$ cat config.mk
export PLATFORM = sky130hd
export DESIGN_NAME = rms_deviation_accumulator
export DESIGN_NICKNAME = d
export VERILOG_FILES = /design/src/hdl/rda_pkg.sv /design/src/hdl/rms_deviation_accumulator.sv
export VERILOG_INCLUDE_DIRS = /design/src /design/src/hdl
export SDC_FILE = /design/constraint.sdc
export NUM_CORES = 2
export LEC_CHECK = 0
export BUFFER_PORTS_ARGS = -buffer_cell sky130_fd_sc_hd__buf_2
export CORE_MARGIN = 3
export CORE_UTILIZATION = 60
export CTS_CLUSTER_DIAMETER = 120
export DETAILED_ROUTE_END_ITERATION = 10
export PLACE_DENSITY = 0.87
export SLEW_MARGIN = 20
export SYNTH_ARGS = -nofsm -noshare
export SYNTH_HDL_FRONTEND = slang
export SYNTH_SLANG_ARGS = --single-unit
$ cat constraint.sdc
create_clock -name clk_i -period 8.9 [get_ports clk_i]
set_input_delay 0.89 -clock clk_i [delete_from_list [all_inputs] [get_ports clk_i]]
set_output_delay 0.89 -clock clk_i [all_outputs]
set_load 0.02 [all_outputs]
$ cat src/hdl/rms_deviation_accumulator_defines.svh
// Assertion macros for the RMS deviation accumulator.
// Depends on nothing; included by the files that carry assertions.
`ifndef RMS_DEVIATION_ACCUMULATOR_DEFINES_SVH
`define RMS_DEVIATION_ACCUMULATOR_DEFINES_SVH

`ifndef ASSERT_OFF
// Property must hold at every clock edge outside reset.
`define RDA_ASSERT(label, clk, rst_n, prop) \
  label: assert property (@(posedge clk) disable iff (!rst_n) prop) \
    else $error("assertion failed");
// Condition must never be seen at a clock edge outside reset.
`define RDA_ASSERT_NEVER(label, clk, rst_n, cond) \
  label: assert property (@(posedge clk) disable iff (!rst_n) !(cond)) \
    else $error("forbidden condition seen");
`else
`define RDA_ASSERT(label, clk, rst_n, prop)
`define RDA_ASSERT_NEVER(label, clk, rst_n, cond)
`endif

`endif

$ cat src/hdl/rda_pkg.sv
// Shared types and constants of the RMS deviation accumulator.
// Request and result payload structs, configuration register indexes.
package rda_pkg;

  // Field widths of the request and result payloads
  localparam int unsigned SAMPLE_WIDTH   = 24;
  localparam int unsigned COLUMN_WIDTH   = 12;
  localparam int unsigned RMS_WIDTH      = 24;
  localparam int unsigned ELEMENT_WIDTH  = 32;

  // Defaults for the top-level parameters
  localparam int unsigned COLUMN_COUNT_DEF = 4096;
  localparam int unsigned COUNT_WIDTH_DEF  = 32;

  // Configuration port
  localparam int unsigned CFG_INDEX_WIDTH = 2;
  localparam int unsigned CFG_DATA_WIDTH  = 13;
  localparam int unsigned WIN_WIDTH_BITS  = 13;
  localparam int unsigned WIN_INDEX_BITS  = 12;

  localparam logic [CFG_INDEX_WIDTH-1:0] CFG_WINDOW_MODE  = 2'd0;
  localparam logic [CFG_INDEX_WIDTH-1:0] CFG_WINDOW_WIDTH = 2'd1;
  localparam logic [CFG_INDEX_WIDTH-1:0] CFG_WINDOW_INDEX = 2'd2;

  typedef struct packed {
    logic signed [SAMPLE_WIDTH-1:0] sample_value;
    logic signed [SAMPLE_WIDTH-1:0] reference_value;
    logic [COLUMN_WIDTH-1:0]        column;
    logic                           last;
  } rda_in_t;

  typedef struct packed {
    logic [RMS_WIDTH-1:0]     rms_value;
    logic [ELEMENT_WIDTH-1:0] element_count;
    logic                     no_elements;
    logic                     sum_saturated;
  } rda_out_t;

endpackage

$ cat src/hdl/rms_deviation_accumulator.sv
// RMS deviation accumulator: squared-difference sum, divide and root.
// Depends on rda_pkg and rms_deviation_accumulator_defines.svh.
//
//   channel  direction  handshake                 payload
//   in       request    in_valid_i / in_stall_o   in_data_i   (rda_in_t)
//   out      result     out_valid_o / out_stall_i out_data_o  (rda_out_t)
//   cfg      write      cfg_we_i                  cfg_index_i, cfg_wdata_i
//
// A request that is not last passes through capture, square and accumulate.
// A last request adds 64 restoring divide steps and 32 root steps on one
// shared subtractor, plus a load of the result register in the load state;
// an empty set skips the divide and root. Reset clears the sum, count,
// saturation flag, window mode and window index at once; window width is 1.
// A waiting result does not block new requests; only a second finished
// result waits in the load state until the first one is taken.
`include "rms_deviation_accumulator_defines.svh"

module rms_deviation_accumulator
  import rda_pkg::*;
#(
  parameter int unsigned COLUMN_COUNT = COLUMN_COUNT_DEF,
  parameter int unsigned COUNT_WIDTH  = COUNT_WIDTH_DEF
) (
  input  logic                       clk_i,
  input  logic                       rst_ni,
  input  logic                       in_valid_i,
  output logic                       in_stall_o,
  input  rda_in_t                    in_data_i,
  output logic                       out_valid_o,
  input  logic                       out_stall_i,
  output rda_out_t                   out_data_o,
  input  logic                       cfg_we_i,
  input  logic [CFG_INDEX_WIDTH-1:0] cfg_index_i,
  input  logic [CFG_DATA_WIDTH-1:0]  cfg_wdata_i
);

  localparam int unsigned DIFF_W  = SAMPLE_WIDTH + 1;
  localparam int unsigned SQ_W    = 2 * SAMPLE_WIDTH + 1;
  localparam int unsigned SUM_W   = 64;
  localparam int unsigned ROOT_W  = SUM_W / 2;
  localparam int unsigned SUB_W   = ROOT_W + 3;
  localparam int unsigned STEP_W  = 6;
  localparam int unsigned START_W = WIN_WIDTH_BITS + WIN_INDEX_BITS;
  localparam int unsigned STOP_W  = START_W + 1;

  typedef enum logic [5:0] {
    ST_IDLE   = 6'b000001,
    ST_SQUARE = 6'b000010,
    ST_ADD    = 6'b000100,
    ST_DIV    = 6'b001000,
    ST_ROOT   = 6'b010000,
    ST_FIN    = 6'b100000
  } state_e;

  state_e state_q, state_d;

  // Configuration registers
  logic                      mode_q;
  logic [WIN_WIDTH_BITS-1:0] win_width_q;
  logic [WIN_INDEX_BITS-1:0] win_index_q;

  // Accumulator state
  logic [SUM_W-1:0]       sum_q, sum_d;
  logic [COUNT_WIDTH-1:0] count_q, count_d;
  logic                   sat_q, sat_d;

  // Per-request datapath registers
  logic signed [DIFF_W-1:0] diff_q;
  logic [SQ_W-1:0]          sq_q;
  logic [COLUMN_WIDTH-1:0]  col_q;
  logic                     last_q;
  logic [START_W-1:0]       win_start_q;
  logic [SUB_W-1:0]         rem_q;
  logic [ROOT_W-1:0]        root_q;
  logic [STEP_W-1:0]        step_q;

  // Result register
  logic     out_valid_q;
  rda_out_t out_data_q;

  logic in_take, out_take, fin_load;

  assign in_stall_o  = (state_q != ST_IDLE);
  assign in_take     = in_valid_i && !in_stall_o;
  assign out_take    = out_valid_q && !out_stall_i;
  assign fin_load    = (state_q == ST_FIN) && (!out_valid_q || !out_stall_i);
  assign out_valid_o = out_valid_q;
  assign out_data_o  = out_data_q;

  // Square the registered difference
  logic signed [2*DIFF_W-1:0] sq_full;
  assign sq_full = (2*DIFF_W)'(diff_q) * (2*DIFF_W)'(diff_q);

  // Window test against the registered window start
  logic [STOP_W-1:0] win_stop;
  logic              col_hit;
  assign win_stop = STOP_W'(win_start_q) + STOP_W'(win_width_q);
  assign col_hit  = !mode_q ||
                    ((STOP_W'(col_q) >= STOP_W'(win_start_q)) &&
                     (STOP_W'(col_q) < win_stop) &&
                     (32'(col_q) < COLUMN_COUNT));

  // Saturating accumulate
  logic [SUM_W:0] sum_ext;
  assign sum_ext = {1'b0, sum_q} + (SUM_W + 1)'(sq_q);

  // Shared subtractor for divide and root steps
  logic [SUB_W-1:0] sub_a, sub_b, sub_diff;
  logic             sub_borrow;

  always_comb begin
    case (state_q)
      ST_DIV: begin
        sub_a = {rem_q[SUB_W-2:0], sum_q[SUM_W-1]};
        sub_b = SUB_W'(count_q);
      end
      ST_ROOT: begin
        sub_a = {rem_q[SUB_W-3:0], sum_q[SUM_W-1 -: 2]};
        sub_b = SUB_W'({root_q, 2'b01});
      end
      default: begin
        sub_a = '0;
        sub_b = '0;
      end
    endcase
  end

  assign {sub_borrow, sub_diff} = {1'b0, sub_a} - {1'b0, sub_b};

  // Clamp the root to the result width
  logic [RMS_WIDTH-1:0] rms_clamped;
  assign rms_clamped = (|root_q[ROOT_W-1:RMS_WIDTH]) ? '1 : root_q[RMS_WIDTH-1:0];

  // Sequencer and accumulator next state
  always_comb begin
    state_d = state_q;
    sum_d   = sum_q;
    count_d = count_q;
    sat_d   = sat_q;
    case (state_q)
      ST_IDLE: begin
        if (in_take) begin
          state_d = ST_SQUARE;
        end
      end
      ST_SQUARE: begin
        state_d = ST_ADD;
      end
      ST_ADD: begin
        if (col_hit) begin
          if (sum_ext[SUM_W]) begin
            sum_d = '1;
            sat_d = 1'b1;
          end else begin
            sum_d = sum_ext[SUM_W-1:0];
            if (&sum_ext[SUM_W-1:0]) begin
              sat_d = 1'b1;
            end
          end
          if (!(&count_q)) begin
            count_d = count_q + 1'b1;
          end
        end
        if (!last_q) begin
          state_d = ST_IDLE;
        end else if (count_d == '0) begin
          state_d = ST_FIN;
        end else begin
          state_d = ST_DIV;
        end
      end
      ST_DIV: begin
        // Shift the quotient into the sum register
        sum_d = {sum_q[SUM_W-2:0], !sub_borrow};
        if (step_q == '0) begin
          state_d = ST_ROOT;
        end
      end
      ST_ROOT: begin
        // Drain two radicand bits per step
        sum_d = {sum_q[SUM_W-3:0], 2'b00};
        if (step_q == '0) begin
          state_d = ST_FIN;
        end
      end
      ST_FIN: begin
        if (fin_load) begin
          sum_d   = '0;
          count_d = '0;
          sat_d   = 1'b0;
          state_d = ST_IDLE;
        end
      end
      default: begin
        state_d = ST_IDLE;
      end
    endcase
  end

  // Control and accumulator registers
  always_ff @(posedge clk_i or negedge rst_ni) begin
    if (!rst_ni) begin
      state_q     <= ST_IDLE;
      sum_q       <= '0;
      count_q     <= '0;
      sat_q       <= 1'b0;
      out_valid_q <= 1'b0;
      mode_q      <= 1'b0;
      win_width_q <= WIN_WIDTH_BITS'(1);
      win_index_q <= '0;
    end else begin
      state_q <= state_d;
      sum_q   <= sum_d;
      count_q <= count_d;
      sat_q   <= sat_d;
      if (fin_load) begin
        out_valid_q <= 1'b1;
      end else if (out_take) begin
        out_valid_q <= 1'b0;
      end
      // Configuration writes; unknown indexes are dropped
      if (cfg_we_i) begin
        case (cfg_index_i)
          CFG_WINDOW_MODE:  mode_q      <= cfg_wdata_i[0];
          CFG_WINDOW_WIDTH: win_width_q <= cfg_wdata_i[WIN_WIDTH_BITS-1:0];
          CFG_WINDOW_INDEX: win_index_q <= cfg_wdata_i[WIN_INDEX_BITS-1:0];
          default: ;
        endcase
      end
    end
  end

  // Datapath registers
  always_ff @(posedge clk_i) begin
    case (state_q)
      ST_IDLE: begin
        if (in_take) begin
          diff_q <= DIFF_W'(in_data_i.sample_value) - DIFF_W'(in_data_i.reference_value);
          col_q  <= in_data_i.column;
          last_q <= in_data_i.last;
        end
      end
      ST_SQUARE: begin
        sq_q        <= sq_full[SQ_W-1:0];
        win_start_q <= START_W'(win_width_q) * START_W'(win_index_q);
      end
      ST_ADD: begin
        rem_q  <= '0;
        root_q <= '0;
        step_q <= STEP_W'(SUM_W - 1);
      end
      ST_DIV: begin
        if (step_q == '0) begin
          rem_q  <= '0;
          step_q <= STEP_W'(ROOT_W - 1);
        end else begin
          rem_q  <= sub_borrow ? sub_a : sub_diff;
          step_q <= step_q - 1'b1;
        end
      end
      ST_ROOT: begin
        rem_q  <= sub_borrow ? sub_a : sub_diff;
        root_q <= {root_q[ROOT_W-2:0], !sub_borrow};
        step_q <= step_q - 1'b1;
      end
      ST_FIN: begin
        if (fin_load) begin
          out_data_q.rms_value     <= rms_clamped;
          out_data_q.element_count <= ELEMENT_WIDTH'(count_q);
          out_data_q.no_elements   <= (count_q == '0);
          out_data_q.sum_saturated <= sat_q;
        end
      end
      default: ;
    endcase
  end

  // Count only grows while accumulating
  `RDA_ASSERT(a_count_grows, clk_i, rst_ni, (state_q == ST_ADD) |=> (count_q >= $past(count_q)))
  // A saturated sum stays pinned at its maximum until the divide starts
  `RDA_ASSERT(a_sat_pinned, clk_i, rst_ni, (sat_q && (state_q == ST_IDLE || state_q == ST_SQUARE)) |-> (&sum_q))
  // A result appears only out of the load state
  `RDA_ASSERT(a_out_from_fin, clk_i, rst_ni, $rose(out_valid_q) |-> $past(state_q == ST_FIN))
  // An empty set reports a zero root and zero count
  `RDA_ASSERT_NEVER(a_empty_zero, clk_i, rst_ni, out_valid_q && out_data_q.no_elements && ((out_data_q.rms_value != '0) || (out_data_q.element_count != '0)))

endmodule
Word level (Yosys, flattened, before mapping)
Index checks and enable logic that the tools add are counted.
{"block": "totals", "elab_cells": 108, "latch_bits": 0, "input_bits": 81, "ramBits": 0, "output_inout_bits": 60, "memories": 0, "register_bits": 372, "mem_bits_ro": 0}
{"block": "classes", "order_cmp": 2, "n_addsub": 6, "n_eq_ne": 15, "mux": 31, "n_div": 0, "reduce_logical": 32, "n_mul": 2, "n_shift": 0, "bitwise": 0}
{"cell": "64-bit case mux with 4 select lines", "n": 1}
{"cell": "64-bit two-way mux", "n": 3}
{"cell": "32-bit two-way mux", "n": 4}
{"cell": "32-bit case mux with 2 select lines", "n": 2}
{"cell": "34-bit case mux with 3 select lines", "n": 1}
{"cell": "35-bit case mux with 2 select lines", "n": 1}
{"cell": "34-bit two-way mux", "n": 2}
{"cell": "34-bit case mux with 2 select lines", "n": 1}
{"cell": "64-bit by 49-bit adder with 65-bit output", "n": 1}
{"cell": "32-bit zero test", "n": 2}
{"cell": "64-bit AND reduction", "n": 1}
{"cell": "25-bit by 25-bit multiplier with 49-bit output", "n": 1}
{"cell": "6-bit two-way mux", "n": 7}
{"cell": "6-bit case mux with 6 select lines", "n": 1}
{"cell": "35-bit by 34-bit subtractor with 36-bit output", "n": 1}
{"cell": "32-bit by 1-bit adder with 32-bit output, second input constant", "n": 1}
{"cell": "32-bit AND reduction", "n": 1}
{"cell": "25-bit by 13-bit adder with 26-bit output", "n": 1}
{"cell": "12-bit by 26-bit < comparator with 1-bit output", "n": 1}
{"cell": "12-bit by 25-bit >= comparator with 1-bit output", "n": 1}
{"cell": "13-bit by 12-bit multiplier with 25-bit output", "n": 1}
{"cell": "24-bit by 24-bit subtractor with 25-bit output", "n": 1}
{"cell": "6-bit case mux with 3 select lines", "n": 1}
{"cell": "2-bit AND reduction", "n": 6}
{"cell": "25 further kinds", "n": 45}

Depth between registers and ports, before layout
{"block": "depth", "ltp_word": 10, "mapped_depth": 31, "depth_no_buf": 30}

Least setup slack after synthesis
No wires, ideal clock.
{"block": "synth_path", "path_type": "flip-flop to flip-flop", "from": "register diff_q[24]", "to": "register sq_q[47] (data pin)", "n_path_buf": 2, "t_arrival_ps": 7390, "required_time_ps": 8642, "period_less_slack_ps": 7648, "stages_incl_launch_ff": 30, "slack_ps": 1252, "cell_sequence": "edfxtp_1 clkbuf_1 clkbuf_1 nand2_1 inv_1 fa_1 fa_1 inv_1 fa_1 inv_1 fa_1 fa_1 fa_1 inv_1 fa_1 inv_1 ha_1 a21o_1 a21o_1 a21o_1 a21o_1 a221o_1 a21o_1 a21oi_1 o211ai_1 a41oi_1 a21oi_1 o21a_1 nor2_1 xnor2_1"}
{"block": "synth_via", "elab_chain_cells": 1}
{"element": "from (decl)", "line_no": "rms_deviation_accumulator.sv:68", "text": "logic signed [DIFF_W-1:0] diff_q;"}
{"element": "from (signal assigned)", "line_no": "rms_deviation_accumulator.sv:238", "text": "diff_q <= DIFF_W'(in_data_i.sample_value) - DIFF_W'(in_data_i.reference_value);"}
{"element": "25-bit by 25-bit multiplier with 49-bit output", "line_no": "rms_deviation_accumulator.sv:92", "text": "assign sq_full = (2*DIFF_W)'(diff_q) * (2*DIFF_W)'(diff_q);"}
{"element": "via sq_full[47]", "line_no": "rms_deviation_accumulator.sv:91", "text": "logic signed [2*DIFF_W-1:0] sq_full;"}
{"element": "to (signal assigned)", "line_no": "rms_deviation_accumulator.sv:244", "text": "sq_q <= sq_full[SQ_W-1:0];"}
{"element": "to (decl)", "line_no": "rms_deviation_accumulator.sv:69", "text": "logic [SQ_W-1:0] sq_q;"}
The timed path passes the listed nets, and every way through them passes these cells.
A chain may end at the register's enable or synchronous reset.

Final worst setup path
{"block": "layout_path", "from": "register diff_q[3]", "to": "register sq_q[46] (data pin)"}
The elaborated chain is that of the path after synthesis.

==> impl_metrics.py <==
metrics = {
    "floorplanning": {
        "dieArea_um2": 83600,
        "core_area_um2": 79100,
        "ios": 141,
        "start_util_pct": 60.8,
        "fp.dieH_um": 289,
        "fp-row-count": 103,
        "die_width_um": 289,
    },
    "global_routing": {
        "grt_pass1_vias": 38700,
        "antenna_found_initial": 1,
        "grt_start_max_net_pins": 85,
        "track_usage_pct": 28.9,
        "grt_pass1_wl_um": 195000,
        "grt_overflow": 0,
    },
    "clock_network": {
        "cts_made_buffers": 44,
        "cts_max_path_buffers": 3,
        "clkTransAtPathRegs_ns": 0.07,
        "clkLatencyLatePin_ns": 0.62,
        "post_cts_resized": 0,
        "clock_sinks": 371,
        "post_cts_buffers": 0,
        "clk_root_buffer_cell": "clkbuf_16",
        "cts_tree": "done",
        "cts_max_level": 2,
        "cts-hold-fix-buffers": 0,
    },
    "critical_path": {
        "cp-start-kind": "register",
        "path_max_fanout": 16,
        "cp_data_arrival_time_ns": 8.71,
        "critical_path_required_ns": 9.24,
        "crit_type": "register to register",
        "endpoint_kind": "register",
    },
    "detailed_routing": {
        "drtPass1Iterations": 6,
        "drc": 0,
        "wl_per_cell_um": 19.1,
        "drt_iter0_markers": 3438,
        "wirelength_um": 118000,
        "wl_met2_um": 56800,
        "vias_per_cell": 5.99,
        "wl_met3_um": 10100,
        "vias": 36900,
        "top_layer": "met4",
        "routedLengthMet1_um": 45300,
        "ant_nets": 0,
    },
    "logic_synthesis": {
        "synth_compound_area_share_pct": 12.6,
        "synth_top_area_share_pct": 29.6,
        "synthArstFlopShare_pct": 35.0,
        "synth_top_family_by_area": "adder cells",
        "yosysWarnings": 0,
        "synth_flop_cell": "edfxtp_1",
        "synth-seq-cells": 371,
        "synth_fp_nets": 6205,
        "synth-xor-area-share_pct": 3.57,
        "post-synth-top-area-cell": "fa_1",
        "synth_cells": 5058,
        "synthesis.area_um2": 48100,
        "synth_enable_flop_cells": 241,
        "synthMuxAreaShare_pct": 0.804,
        "synthAdderAreaFrac_pct": 38.8,
        "seq_area_frac_synth_pct": 21.8,
        "synth_cell_types": 93,
        "synth_area_leaders": "fa_1 30%, edfxtp_1 15%, ha_1 9.3%, inv_1 7.2%, dfrtp_1 6.7%",
        "synth_area_per_cell_um2": 9.51,
        "synthSimpleGateAreaFrac_pct": 13.5,
    },
    "sta": {
        "tns_ns": 0,
        "maxSlewViolCount": 0,
        "setup_viol": 0,
        "rsz0062_at_grt": "false",
        "slew_headroom_pct": 26.6,
        "fin_crit_sh_pct": 94.1,
        "worst_pin_slew_ns": 1.10,
        "skew_ns": 0.0423,
        "max_freq_mhz": 119,
        "finalCriticalPeriod_ns": 8.37,
        "hold_violations": 0,
    },
    "place": {
        "hpwl_um": 92500,
        "place_congestion": 0.965,
        "io_buffer_count": 140,
    },
    "final_layout": {
        "area_growth_syn_to_layout_pct": 6.26,
        "nFillCells": 5991,
        "drive_gt1_share_pct": 7.12,
        "diodes": 0,
        "nets": 6222,
    },
    "hold_path": {
        "hp-class": "input pin to async pin",
    },
    "run": {
        "cap_viol_max_count": 0,
    },
    "status": {
        "outcome": "completed",
    },
}
-- flip-flops by register name (all words and copies together) (netlist names) --
| signal | count |
|---|---|
| win_width_q | 13 |
| out_valid_o | 1 |
| step_q | 6 |
| col_q | 12 |
| count_q | 32 |
| mode_q | 1 |
| state_q | 6 |
| rem_q | 34 |
| sq_q | 48 |
| win_index_q | 12 |
| out_data_o | 58 |
| diff_q | 25 |
| sum_q | 64 |
| sat_q | 1 |
| root_q | 32 |
| last_q | 1 |
| win_start_q | 25 |
-- cells in the mapped netlist (34+ instances only) --
library cell  number
inv_1            917
fa_1             710
nand2_1          554
ha_1             356
a21oi_1          272
edfxtp_1         241
and2_1           199
o21ai_0          186
clkbuf_1         182
nor2_1           179
xnor2_1          141
dfrtp_1          128
a21o_1            82
nand3_1           82
xor2_1            55
a221oi_1          52
nor3_1            42
a22o_1            40
and3_1            39
nor2b_1           39
or2_2             38
a31oi_1           36
nand4_1           36
nand2b_1          35
o21a_1            34
-- layout by cell type, fill, tap and decap left out, types with 39 or more instances in the layout --
| master | instances |
|---|---|
| a21o_1 | 81 |
| a21oi_1 | 271 |
| a221oi_1 | 52 |
| a22o_1 | 40 |
| and2_1 | 199 |
| and3_1 | 39 |
| buf_2 | 139 |
| buf_4 | 46 |
| clkbuf_16 | 45 |
| dfrtp_1 | 128 |
| edfxtp_1 | 241 |
| fa_1 | 710 |
| ha_1 | 356 |
| inv_1 | 916 |
| nand2_1 | 554 |
| nand3_1 | 81 |
| nor2_1 | 178 |
| nor2b_1 | 39 |
| nor3_1 | 42 |
| o21ai_0 | 186 |
| xnor2_1 | 141 |
| xor2_1 | 55 |
-- metrics by stage --
step | utilization, % | hold slack (ns) | setup slack, ns | std cells | cell area [um^2]
floorplan | - | 0.420 | 1.25 | 5058 | 48100
global placement | 62.8 | 0.466 | 0.888 | 6079 | 49700
detailed placement | 62.8 | 0.467 | 0.704 | 6079 | 49700
global route | 64.6 | 0.315 | 0.219 | 6160 | 51100
CTS | 64.6 | 0.288 | 0.679 | 6160 | 51100
finish | 64.6 | 0.268 | 0.529 | 6160 | 51100
-- worst paths after layout --
kind,startpoint,end,slack [ns],cells past startpoint
min in group clk_i,in_data_i[11],col_q[10]$_DFFE_PP_,0.44,1
min,rst_ni,count_q[26]$_DFFE_PN0P_,0.27,1
max,diff_q[3]$_DFFE_PP_,sq_q[46]$_DFFE_PP_,0.53,25
max reg2reg,diff_q[3]$_DFFE_PP_,sq_q[46]$_DFFE_PP_,0.53,25
max in group asynchronous,rst_ni,sum_q[16]$_DFFE_PN0P_,7.17,2
min reg2reg,sat_q$_DFFE_PN0P_,out_data_o[0]$_DFFE_PP_,0.49,0
-- routing by layer --
layer | vias to the layer above | GRT usage [%]
met4 | 0 | 12.1
met2 | 1849 | 49.0
met5 | - | 0
li1 | 16600 | -
met1 | 18000 | 36.8
met3 | 405 | 4.89
-- worst max-delay path: stages (launching register included) --
cell,delay [ns]
edfxtp_1,0.76
inv_1,0.32
nor2_1,0.25
inv_1,0.09
fa_1,0.49
fa_1,0.55
inv_1,0.06
fa_1,0.47
fa_1,0.49
ha_1,0.29
fa_1,0.48
inv_1,0.05
fa_1,0.49
inv_1,0.07
ha_1,0.36
and3_1,0.19
o211ai_1,0.17
o32a_1,0.45
o31ai_1,0.54
o41a_1,0.28
a41o_1,0.19
a21oi_1,0.11
o31a_1,0.36
o21ai_0,0.31
a31oi_1,0.15
xnor2_1,0.15
-- layout make-up --
cell class                      instances  area, um^2  area share, %
Clock buffer                           61        1210           2.36
Clock inverter                         20         228          0.446
Inverter                              918        3450           6.74
Multi-Input combinational cell       3554       33400           65.3
Sequential cell                       371       10500           20.5
Tap cell                             1050        1310           2.57
Timing Repair Buffer                  186        1050           2.06
-- cell families after synthesis --
| logic type | Yosys count |
|---|---|
| xor gates and xnor gates | 196 |
| DFF | 371 |
| buffers and inverters | 1133 |
| adders and majority gates | 1066 |
| and+or+nand+nor | 1337 |
| muxes | 35 |
| AOI/OAI and AO/OA | 920 |
Power is not shown: default switching activity piles up to over one toggle a cycle in this logic, so the estimate is an artifact.
